--- src/rtl/flac_frame_block_size_parser_top_macros.svh ---
// Assertion macros shared by the FLAC frame block size parser RTL.
`ifndef FLAC_FRAME_BLOCK_SIZE_PARSER_TOP_MACROS_SVH
`define FLAC_FRAME_BLOCK_SIZE_PARSER_TOP_MACROS_SVH

// Checked on every rising clock edge outside reset.
`define FBS_ASSERT(lbl, clk, rst, prop, msg) \
  lbl: assert property (@(posedge clk) disable iff (rst) prop) else $error(msg);

// Checked on every rising clock edge, reset included.
`define FBS_ASSERT_ALWAYS(lbl, clk, prop, msg) \
  lbl: assert property (@(posedge clk) prop) else $error(msg);

`endif

--- src/rtl/flac_fbs_pkg.sv ---
// Shared types and constants of the FLAC frame block size parser.
package flac_fbs_pkg;

  localparam int unsigned PADDR_W = 3;
  localparam int unsigned PDATA_W = 32;
  localparam int unsigned SIZE_W  = 16;
  localparam int unsigned CNT_W   = 17;

  localparam logic REG_MIN_BLOCK_SIZE = 1'b0;
  localparam logic REG_MAX_BLOCK_SIZE = 1'b1;

  localparam logic [SIZE_W-1:0] RESET_BLOCK_SIZE = 16'd4096;

  typedef struct packed {
    logic             has;
    logic             ok;
    logic [CNT_W-1:0] count;
  } res_t;

  typedef struct packed {
    logic [SIZE_W-1:0] min_size;
    logic [SIZE_W-1:0] max_size;
  } cfg_t;

endpackage

--- src/rtl/flac_fbs_regs.sv ---
// Configuration register file with its APB-style access port.
module flac_fbs_regs (
  input  logic                                clk,
  input  logic                                rst,
  input  logic                                psel,
  input  logic                                penable,
  input  logic                                pwrite,
  input  logic [flac_fbs_pkg::PADDR_W-1:0]    paddr,
  input  logic [flac_fbs_pkg::PDATA_W-1:0]    pwdata,
  output logic [flac_fbs_pkg::PDATA_W-1:0]    prdata,
  output logic                                pready,
  output flac_fbs_pkg::cfg_t                  cfg
);

  logic [flac_fbs_pkg::SIZE_W-1:0] min_size;
  logic [flac_fbs_pkg::SIZE_W-1:0] max_size;
  logic                            wr_en;

  assign pready = 1'b1;
  assign wr_en  = psel && penable && pwrite && pready;

  always_ff @(posedge clk) begin
    if (rst) begin
      min_size <= flac_fbs_pkg::RESET_BLOCK_SIZE;
      max_size <= flac_fbs_pkg::RESET_BLOCK_SIZE;
    end else if (wr_en) begin
      case (paddr[2])
        flac_fbs_pkg::REG_MIN_BLOCK_SIZE: min_size <= pwdata[flac_fbs_pkg::SIZE_W-1:0];
        flac_fbs_pkg::REG_MAX_BLOCK_SIZE: max_size <= pwdata[flac_fbs_pkg::SIZE_W-1:0];
        default: min_size <= min_size;
      endcase
    end
  end

  always_comb begin
    case (paddr[2])
      flac_fbs_pkg::REG_MIN_BLOCK_SIZE:
        prdata = {{(flac_fbs_pkg::PDATA_W-flac_fbs_pkg::SIZE_W){1'b0}}, min_size};
      flac_fbs_pkg::REG_MAX_BLOCK_SIZE:
        prdata = {{(flac_fbs_pkg::PDATA_W-flac_fbs_pkg::SIZE_W){1'b0}}, max_size};
      default: prdata = '0;
    endcase
  end

  assign cfg.min_size = min_size;
  assign cfg.max_size = max_size;

endmodule

--- src/rtl/flac_fbs_core.sv ---
// Header parse state machine: one byte item per step, at most one result.
`include "flac_frame_block_size_parser_top_macros.svh"

module flac_fbs_core (
  input  logic                     clk,
  input  logic                     rst,
  input  logic                     step,
  input  logic [7:0]               data_byte,
  input  logic                     frame_start,
  input  logic                     buffer_end,
  input  flac_fbs_pkg::cfg_t       cfg,
  output flac_fbs_pkg::res_t       res
);

  typedef enum logic [3:0] {
    PH_IDLE,
    PH_SYNC2,
    PH_CODE,
    PH_RATECH,
    PH_LEAD,
    PH_SKIP,
    PH_CNTHI,
    PH_CNTLO,
    PH_CRC
  } phase_t;

  localparam logic [7:0] SYNC_FIRST = 8'hFF;
  localparam logic [7:0] SYNC2_MASK = 8'hFC;
  localparam logic [7:0] SYNC2_BITS = 8'hF8;
  localparam logic [3:0] CODE_MIN   = 4'd0;
  localparam logic [3:0] CODE_192   = 4'd1;
  localparam logic [3:0] CODE_CNT8  = 4'd6;
  localparam logic [3:0] CODE_CNT16 = 4'd7;

  phase_t                         phase;
  phase_t                         phase_next;
  logic [3:0]                     size_code;
  logic [3:0]                     size_code_next;
  logic [2:0]                     skip;
  logic [2:0]                     skip_next;
  logic [2:0]                     skip_dec;
  logic [flac_fbs_pkg::CNT_W-1:0] acc;
  logic [flac_fbs_pkg::CNT_W-1:0] acc_next;
  logic [flac_fbs_pkg::CNT_W-1:0] code_count;
  logic [3:0]                     new_code;
  logic                           lead_ok;
  logic [2:0]                     lead_len;
  logic                           bad;
  logic                           done;
  logic                           ignored;
  phase_t                         after_number;

  function automatic phase_t phase_after(input logic [3:0] code);
    if (code == CODE_CNT8) begin
      return PH_CNTLO;
    end else if (code == CODE_CNT16) begin
      return PH_CNTHI;
    end
    return PH_CRC;
  endfunction

  assign new_code     = data_byte[7:4];
  assign skip_dec     = skip - 3'd1;
  assign after_number = phase_after(size_code);

  always_comb begin
    if (new_code == CODE_MIN) begin
      code_count = {1'b0, cfg.min_size};
    end else if (new_code == CODE_192) begin
      code_count = flac_fbs_pkg::CNT_W'(192);
    end else if (new_code[3]) begin
      code_count = flac_fbs_pkg::CNT_W'(256) << new_code[2:0];
    end else if (new_code == CODE_CNT8 || new_code == CODE_CNT16) begin
      code_count = '0;
    end else begin
      code_count = flac_fbs_pkg::CNT_W'(576) << 2'(new_code - 4'd2);
    end
  end

  always_comb begin
    lead_ok  = 1'b1;
    lead_len = 3'd0;
    if (!data_byte[7]) begin
      lead_len = 3'd0;
    end else if (data_byte[7:5] == 3'b110) begin
      lead_len = 3'd1;
    end else if (data_byte[7:4] == 4'b1110) begin
      lead_len = 3'd2;
    end else if (data_byte[7:3] == 5'b11110) begin
      lead_len = 3'd3;
    end else if (data_byte[7:2] == 6'b111110) begin
      lead_len = 3'd4;
    end else if (data_byte[7:1] == 7'b1111110) begin
      lead_len = 3'd5;
    end else if (data_byte == 8'hFE) begin
      lead_len = 3'd6;
      lead_ok  = cfg.min_size != cfg.max_size;
    end else begin
      lead_ok = 1'b0;
    end
  end

  always_comb begin
    phase_next     = phase;
    size_code_next = size_code;
    skip_next      = skip;
    acc_next       = acc;
    bad            = 1'b0;
    done           = 1'b0;
    ignored        = 1'b0;
    if (frame_start) begin
      if (data_byte == SYNC_FIRST) begin
        phase_next = PH_SYNC2;
      end else begin
        bad = 1'b1;
      end
    end else begin
      case (phase)
        PH_SYNC2: begin
          if ((data_byte & SYNC2_MASK) == SYNC2_BITS) begin
            phase_next = PH_CODE;
          end else begin
            bad = 1'b1;
          end
        end
        PH_CODE: begin
          size_code_next = new_code;
          acc_next       = code_count;
          phase_next     = PH_RATECH;
        end
        PH_RATECH: phase_next = PH_LEAD;
        PH_LEAD: begin
          if (!lead_ok) begin
            bad = 1'b1;
          end else if (lead_len == 3'd0) begin
            phase_next = after_number;
          end else begin
            skip_next  = lead_len;
            phase_next = PH_SKIP;
          end
        end
        PH_SKIP: begin
          skip_next = skip_dec;
          if (skip_dec == 3'd0) begin
            phase_next = after_number;
          end
        end
        PH_CNTHI: begin
          acc_next   = {1'b0, data_byte, 8'h00};
          phase_next = PH_CNTLO;
        end
        PH_CNTLO: begin
          acc_next   = (acc | {{(flac_fbs_pkg::CNT_W-8){1'b0}}, data_byte})
                       + flac_fbs_pkg::CNT_W'(1);
          phase_next = PH_CRC;
        end
        PH_CRC: done = 1'b1;
        default: begin
          phase_next = PH_IDLE;
          ignored    = 1'b1;
        end
      endcase
    end

    res.has   = 1'b0;
    res.ok    = 1'b0;
    res.count = '0;
    if (done) begin
      phase_next = PH_IDLE;
      res.has    = 1'b1;
      res.ok     = 1'b1;
      res.count  = acc;
    end else if ((bad || buffer_end) && !ignored) begin
      phase_next = PH_IDLE;
      res.has    = 1'b1;
    end
  end

  always_ff @(posedge clk) begin
    if (rst) begin
      phase     <= PH_IDLE;
      size_code <= '0;
      skip      <= '0;
      acc       <= '0;
    end else if (step) begin
      phase     <= phase_next;
      size_code <= size_code_next;
      skip      <= skip_next;
      acc       <= acc_next;
    end
  end

  `FBS_ASSERT(a_skip_nonzero, clk, rst, phase == PH_SKIP |-> skip != 3'd0, "skip phase with no bytes left")
  `FBS_ASSERT(a_idle_after_result, clk, rst, step && res.has |=> phase == PH_IDLE, "parser not idle after a result")
  `FBS_ASSERT(a_bad_is_zero, clk, rst, res.has && !res.ok |-> res.count == '0, "failed parse with nonzero count")

endmodule

--- src/rtl/flac_frame_block_size_parser_top.sv ---
// Top level of the FLAC frame block size parser.
// A byte item accepted into the input register gives its result item through the result register.
// Throughput: one byte item per cycle while the output is not stalled; the parser state
// machine steps only when the input register holds an item and the result register is free.
// Reset (synchronous, rst high) empties both registers, idles the parser and
// sets both block size registers to 4096.
`include "flac_frame_block_size_parser_top_macros.svh"

module flac_frame_block_size_parser_top (
  input  logic                             clk,
  input  logic                             rst,
  input  logic                             in_valid,
  output logic                             in_ready,
  input  logic [7:0]                       data_byte,
  input  logic                             frame_start,
  input  logic                             buffer_end,
  output logic                             out_valid,
  input  logic                             out_ready,
  output logic [flac_fbs_pkg::CNT_W-1:0]   sample_count,
  output logic                             valid_res,
  input  logic                             psel,
  input  logic                             penable,
  input  logic                             pwrite,
  input  logic [flac_fbs_pkg::PADDR_W-1:0] paddr,
  input  logic [flac_fbs_pkg::PDATA_W-1:0] pwdata,
  output logic [flac_fbs_pkg::PDATA_W-1:0] prdata,
  output logic                             pready
);

  flac_fbs_pkg::cfg_t cfg;
  flac_fbs_pkg::res_t res;

  logic       s1_valid;
  logic [7:0] s1_byte;
  logic       s1_start;
  logic       s1_end;
  logic       out_free;
  logic       step;

  assign out_free = !out_valid || out_ready;
  assign step     = s1_valid && out_free;
  assign in_ready = !s1_valid || out_free;

  flac_fbs_regs u_regs (
    .clk     (clk),
    .rst     (rst),
    .psel    (psel),
    .penable (penable),
    .pwrite  (pwrite),
    .paddr   (paddr),
    .pwdata  (pwdata),
    .prdata  (prdata),
    .pready  (pready),
    .cfg     (cfg)
  );

  flac_fbs_core u_core (
    .clk         (clk),
    .rst         (rst),
    .step        (step),
    .data_byte   (s1_byte),
    .frame_start (s1_start),
    .buffer_end  (s1_end),
    .cfg         (cfg),
    .res         (res)
  );

  always_ff @(posedge clk) begin
    if (rst) begin
      s1_valid <= 1'b0;
    end else if (in_ready) begin
      s1_valid <= in_valid;
    end
  end

  always_ff @(posedge clk) begin
    if (in_valid && in_ready) begin
      s1_byte  <= data_byte;
      s1_start <= frame_start;
      s1_end   <= buffer_end;
    end
  end

  always_ff @(posedge clk) begin
    if (rst) begin
      out_valid <= 1'b0;
    end else if (out_free) begin
      out_valid <= step && res.has;
    end
  end

  always_ff @(posedge clk) begin
    if (step && res.has) begin
      sample_count <= res.count;
      valid_res    <= res.ok;
    end
  end

  `FBS_ASSERT_ALWAYS(a_reset_empty, clk, rst |=> !out_valid && !s1_valid, "registers not empty after reset")
  `FBS_ASSERT(a_hold_stalled, clk, rst, s1_valid && !out_free |=> s1_valid && $stable(s1_byte), "stalled input item lost")
  `FBS_ASSERT(a_invalid_zero, clk, rst, out_valid && !valid_res |-> sample_count == '0, "invalid result with nonzero count")

endmodule

--- config.mk ---
export PLATFORM = sky130hd
export DESIGN_NAME = flac_frame_block_size_parser_top
export DESIGN_NICKNAME = d
export VERILOG_FILES = /design/src/rtl/flac_fbs_pkg.sv /design/src/rtl/flac_fbs_regs.sv /design/src/rtl/flac_fbs_core.sv /design/src/rtl/flac_frame_block_size_parser_top.sv
export VERILOG_INCLUDE_DIRS = /design/src /design/src/rtl
export SDC_FILE = /design/constraint.sdc
export NUM_CORES = 1
export LEC_CHECK = 0
export BUFFER_PORTS_ARGS = -buffer_cell sky130_fd_sc_hd__buf_2
export CORE_ASPECT_RATIO = 2
export CORE_UTILIZATION = 55
export CTS_BUF_LIST = sky130_fd_sc_hd__clkbuf_4 sky130_fd_sc_hd__clkbuf_8 sky130_fd_sc_hd__clkbuf_16
export CTS_CLUSTER_SIZE = 20
export DETAILED_ROUTE_END_ITERATION = 10
export MAX_ROUTING_LAYER = met4
export PLACE_DENSITY = 0.77
export SYNTH_ARGS = -nofsm -noshare
export SYNTH_HDL_FRONTEND = slang
export SYNTH_SLANG_ARGS = --single-unit
--- constraint.sdc ---
create_clock -name clk -period 3.4 [get_ports clk]
set_input_delay 0.68 -clock clk [delete_from_list [all_inputs] [get_ports clk]]
set_output_delay 0.68 -clock clk [all_outputs]
set_load 0.1 [all_outputs]
==> results of run 1 <==
[placed cells by master (no fill, tap or decap), drive strengths merged, types with 3 or more instances in the layout]
master and count:
and3 19, a22oi 4, nor3b 6, clkinv 3
a211oi 4, inv 13, nand4 9, nand2b 5
a221oi 5, nand2 95, buf 80, dfxtp 62
nor4 8, a31oi 5, o21ai 26, mux2i 3
a21oi 53, o211ai 3, nor3 21, nand3b 5
nor2b 3, nand3 9, ha 8, o31ai 3
and2 5, clkbuf 11, xnor2 22, nor2 46
edfxtp 28, conb 17, mux2 16
[final timing paths]
path / end / slack [ps]
worst max register to register: u_core.phase[1] / 580
worst min-delay path: u_regs.max_size[11] / 490
worst max-delay path: u_core.phase[1] / 580
worst min register to register: u_regs.max_size[11] / 490
[through the flow]
stage               hold WS [ps]  util (%)
finish                       485      63.0
global route                 513      63.0
CTS                          486      63.0
detailed placement           477      59.8
global placement             466      59.8
floorplan                    447         -
[power by group]
part / internal [uW] / switching (uW) / leakage, uW / total, uW
Sequential: 1120 / 28.2 / 0.000801 / 1150
Combinational: 76.4 / 236 / 0.00131 / 312
Clock: 518 / 410 / 0.000138 / 928
Total: 1720 / 674 / 0.00225 / 2390
[logic make-up after synthesis]
kind of cell               share of synthesized area [%]
muxes                                               4.19
other                                              0.150
DFF                                                 41.5
xor gates and xnor gates                            3.84
AOI/OAI and AO/OA                                   16.1
adders and majority gates                           2.00
and+or+nand+nor                                     25.2
buffers and inverters                               6.99
[cells in the mapped netlist, drive strengths merged, types with 6 or more instances]
library cell / n / share of area, %
a21oi: 53 / 5.5
and3: 19 / 2.4
buf: 24 / 3.4
clkbuf: 31 / 2.7
dfxtp: 62 / 25
edfxtp: 28 / 17
ha: 8 / 2.0
inv: 12 / 0.90
mux2: 16 / 3.6
nand2: 95 / 7.2
nand3: 9 / 0.90
nand4: 9 / 1.4
nor2: 46 / 3.4
nor3: 21 / 2.2
nor3b: 6 / 1.2
nor4: 8 / 1.1
o21ai: 26 / 2.6
xnor2: 22 / 3.8
[critical path, stage by stage, from the launching register on]
cell and delay (ps):
edfxtp_1 560, ha_1 450, nand4_4 180, or3_4 440
or4_4 540, a21oi_4 210, nor3_2 80, a22o_1 250
[area by class of cell]
type | count | area, um2 | area share, %
multi-input cells | 441 | 2640 | 47.1
flip-flops and latches | 90 | 2080 | 37.2
repair buffers | 80 | 428 | 7.64
clock buffers | 11 | 240 | 4.29
well taps | 102 | 128 | 2.28
inverters | 12 | 45.0 | 0.804
clock inverters | 5 | 41.3 | 0.737
[flip-flops by register name (all words and copies together) (netlist names)]
register / count
s1_start: 1
out_valid: 1
u_core.acc: 17
s1_valid: 1
u_core.phase: 4
s1_byte: 8
valid_res: 1
u_core.skip: 3
u_core.size_code: 4
s1_end: 1
u_regs.min_size: 16
u_regs.max_size: 16
sample_count: 17
[metal layers]
layer	vias to the layer above	part of all wire [%]	global-route usage, %
li1	2145	-	-
met1	2076	36	26.4
met2	175	56	52.0
met3	43	4.0	3.31
met4	0	4.6	17.8
met5	-	0	-
==> flow_summary.ini, run 1 <==
[worst_setup_path]
worstPathRequired_ps = 3630
critPathLaunch = s1_byte[5]
worstReg2RegStart = s1_byte[5]
worst-path-max-fanout = 8
critPathLaunchType = flop
crit_arrival_ps = 3050
critPathKind = flop to flop
end_kind = flop
r2r_cells = 7

[die]
core_region_area_um2 = 8890
initial_core_util_pct = 56.4
die_y_um = 137
die_area_um2 = 9520
chipWidth_um = 69.5
floorplan.rows = 49
ioPinCount = 105

[grt]
grt_usage_pct = 27.8
grt_pass1_wl_um = 20100
grt_pass1_vias = 4172
grt_max_degree = 50
grt-ovfl-total = 0
antenna_found_initial = 0

[timing]
slew_violations = 0
hold_viol = 0
fin_skew_ps = 6.68
rsz0062_at_grt = false
tightest_slew_ps = 1100
max_freq_ghz = 0.354
fin_crit_ps = 2820
finalSetupTns_ps = 0
setup_viol_count_final = 0
relSlewSlack_pct = 26.4
fin_crit_sh_pct = 83.0
setup_ws_ps = 577

[power]
ir_drop_mv = 0.288
total_leakage_power_uw = 0.00225
p_total_uw = 2390
p_per_area_nw_per_um2 = 427

[cells_and_area]
finalNonFillerCells = 741
antenna_cells = 0
drive_above_1_share_pct = 21.1
synthToLayoutAreaGrowth_pct = 11.7
final_area_um2 = 5600
nFillCells = 775
layout.nets = 694

[place]
placed_area_um2 = 5320
numPortBuffers = 69
gp_congestion = 0.985
dp_cells = 725
hpwl_um = 9440
dpl_worst_slack_ps = 530

[route]
drt-initial-drc-count = 358
post_drt_wl_per_cell_um = 17.0
dr.pass1.iters = 5
wl_um = 12600
vias = 4439
via_per_inst = 5.99
drc = 0
antenna_left = 0

[hold_path]
hp-class = flop to flop
hold_depth = 2
worstHoldStart = u_regs.max_size[11]

[cts]
clk_pin_slew_ps = 60
postCtsSetupBuffers = 0
clockRootBuffer = clkbuf_16
clk_latency_ps = 340
cts.repair.resized = 0
cts.sinks = 90
htree_num_levels = 3
cts.path.max_buffers = 2
cts_buffers = 9
cts_tree = yes
holdBufCountCts = 0

[logic_synthesis]
ys_seq_elements = 90
netlist_area_um2 = 5010
yosysUniqueCellTypes = 74
ys_warn_count = 0
ys_seq_area_share_pct = 41.5
synth_edf_count = 28
yosys_most_used_dff = dfxtp_1
synthArstFlopShare_pct = 0
syn_inst = 583
postSynthAreaPerCell_um2 = 8.60

[run]
max-cap-violations = 0

[status]
status = complete, no violations
Note: power is estimated with default switching activity, not from simulation.
==> run 2, diff against run 1 <==
Settings changed: ABC_AREA set to 1, CORE_UTILIZATION 55 to 50, PLACE_DENSITY 0.77 to 0.74.
Clock period 3.4 ns to 2.4 ns, I/O delays scaled along.
==> run 2 against run 1 <==
Net effect: the flow now finishes with violations (DRC); global-route usage fell by 0.99 points; area after synthesis grew 2.7%; sequential power up 44%; register-to-register slack got worse by 450 ps; critical path depth rose by 6; power grew 60%; clock-buffer cell count shrank 1; fmax is 24% higher; final cell count grew 23%; critical path type unchanged.
==> flow_summary.ini, run 2 <==
[status]
status = finished with violations
violations = DRC

[route]
antenna_left = 0
drc = 1
via_per_inst = 5.19
wl_um = 13100
drt-initial-drc-count = 239
vias = 4730
post_drt_wl_per_cell_um = 14.4
dr.pass1.iters = 7

[run]
max-cap-violations = 0

[power]
p_int_uw = 2610
seqPwrFrac_pct = 43.4
p_clk_share_pct = 37.4
p_switching_uw = 1220
combPwrFrac_pct = 19.1
p_per_area_nw_per_um2 = 642
p_total_uw = 3830
ir_drop_mv = 0.388
power_switching_share_pct = 31.8
total_leakage_power_uw = 0.00255

[cells_and_area]
multiInputGateArea_um2 = 2500
mostFrequentLayoutCells = nand2_1 (129), inv_1 (95), buf_2 (68)
nFillCells = 942
final_core_util_pct = 59.2
final_common_cell = nand2_1
antenna_cells = 0
regArea_um2 = 2080
finalNonFillerCells = 912
synthToLayoutAreaGrowth_pct = 16.0
drive_above_1_share_pct = 20.5
layout.nets = 832
top_regs = sample_count: 17 flops, u_core.acc: 17 flops

[timing]
setup_ws_ps = 131
hold_viol = 0
fin_crit_ps = 2270
max_freq_ghz = 0.441
slew_violations = 0
fin_crit_sh_pct = 94.5
whs_ps = 311
rsz0062_at_grt = false
tightest_slew_ps = 789
setup_viol_count_final = 0
fin_skew_ps = 5.65
relSlewSlack_pct = 47.3

[logic_synthesis]
yosysUniqueCellTypes = 48
synthArstFlopShare_pct = 0
yosys_most_used_dff = dfxtp_1
synth.area.top_cells = dfxtp_1 (24%), edfxtp_1 (16%), nand2_1 (9.4%)
netlist_area_um2 = 5150
synthTopCellsByCount = nand2_1 (129), inv_1 (95), o21ai_0 (78)
synth.most_common_cell = nand2_1
postSynthAreaPerCell_um2 = 7.40
ys_seq_area_share_pct = 40.4
yosys.area.top_type = dfxtp_1
synth_edf_count = 28
ys_seq_elements = 90
synth_top_cell_area_share_pct = 24.1
ys_warn_count = 0
syn_inst = 696

[worst_setup_path]
critPathKind = flop to flop
crit_arrival_ps = 2370
critPathLaunchType = flop
path_buf_inv = 4
worstReg2RegStart = s1_byte[4]
cp_top_family = simple AND/OR/NAND/NOR gates
worstPathRequired_ps = 2500
crit_chain = ha_1 -> inv_1 -> nor2_4 -> nand3_2 -> nand2_1 -> a21oi_1 -> nor2_1 -> nand2_1 -> nand2_2 -> inv_2 -> o21ai_1 -> inv_1 -> buf_12
worst-path-max-fanout = 18
slowest_delay_ps = 410
critPathLaunch = s1_byte[4]
cp_slowest_cell = edfxtp_1
end_kind = flop

[cts]
cts.repair.resized = 0
cts.path.max_buffers = 2
cts_buffers = 9
clk_pin_slew_ps = 70
holdBufCountCts = 0
clockRootBuffer = clkbuf_16
cts_tree = yes
cts.sinks = 90
postCtsSetupBuffers = 0
clk_latency_ps = 340
htree_num_levels = 3

[hold_path]
worstHoldStart = buffer_end
hp-class = input port to flop

[place]
gp_congestion = 0.939
dpl_worst_slack_ps = 192
dp_cells = 896
hpwl_um = 10300
numPortBuffers = 69

[die]
die_y_um = 146
ioPinCount = 105
core_region_area_um2 = 10100
chipWidth_um = 73.8
initial_core_util_pct = 51.1
die_area_um2 = 10700
floorplan.rows = 52

[grt]
grt_pass1_wl_um = 21400
antenna_found_initial = 0
grt-ovfl-total = 0
grt_max_degree = 53
grt_usage_pct = 26.8
grt_pass1_vias = 4623
-- run 2: cell count changes after synthesis, sizes merged, moves of 15 or more --
cell / previous run / this run
inv: 12 / 104
o21ai: 26 / 88
nand2: 95 / 140
nor2: 46 / 83
nand3: 9 / 32
xnor2: 22 / 1
and3: 19 / 0
mux2: 16 / 0
nor3: 21 / 6
-- run 2: through the flow --
step	cell area, um2	setup TNS [ps]
finish	5970	0
global route	5970	0
CTS	5970	0
detailed placement	5670	0
global placement	5670	0
floorplan	5220	-4080
-- run 2: area by class of cell --
| class | count | share of cell area, % |
|---|---|---|
| Tap cell | 135 | 2.83 |
| Timing Repair Buffer | 89 | 8.76 |
| Inverter | 104 | 6.58 |
| Sequential cell | 90 | 34.9 |
| Multi-Input combinational cell | 478 | 41.9 |
| Clock inverter | 6 | 1.07 |
| Clock buffer | 10 | 4.00 |
-- run 2: cell families (layout without fill, tap and decap cells) --
family / after synthesis / after routing / synth area share [%]
XOR/XNOR: 2 / 2 / 0.340
AND/OR/NAND/NOR: 268 / 268 / 25.2
flip-flops: 90 / 90 / 40.4
AO/OA/AOI/OAI: 183 / 183 / 19.7
buffers and inverters: 143 / 209 / 12.3
other: 2 / 17 / 0.146
adder cells (fa/ha/maj): 8 / 8 / 1.94
-- run 2: per-layer routing --
| metal | vias up | track usage [%] | wire, um |
|---|---|---|---|
| li1 | 2408 | - | - |
| met1 | 2141 | 26.7 | 4770 |
| met2 | 138 | 47.6 | 7190 |
| met3 | 43 | 3.32 | 433 |
| met4 | 0 | 16.0 | 741 |
| met5 | - | - | 0 |
-- run 2: path summary, 6_finish.rpt --
| check | endpoint | slack [ps] | cells past startpoint |
|---|---|---|---|
| min | s1_end | 310 | 1 |
| max reg2reg | sample_count[8] | 130 | 13 |
| min reg2reg | u_core.skip[2] | 480 | 2 |
| max | sample_count[8] | 130 | 13 |
-- run 2: power groups by stage --
stage | sequential (uW) | combinational, uW | clock [uW]
finish | 1660 | 732 | 1430
global route | 1670 | 781 | 1520
CTS | 1660 | 733 | 1450
detailed placement | 1700 | 731 | 0
global placement | 1700 | 722 | 0
floorplan | 1800 | 484 | 0
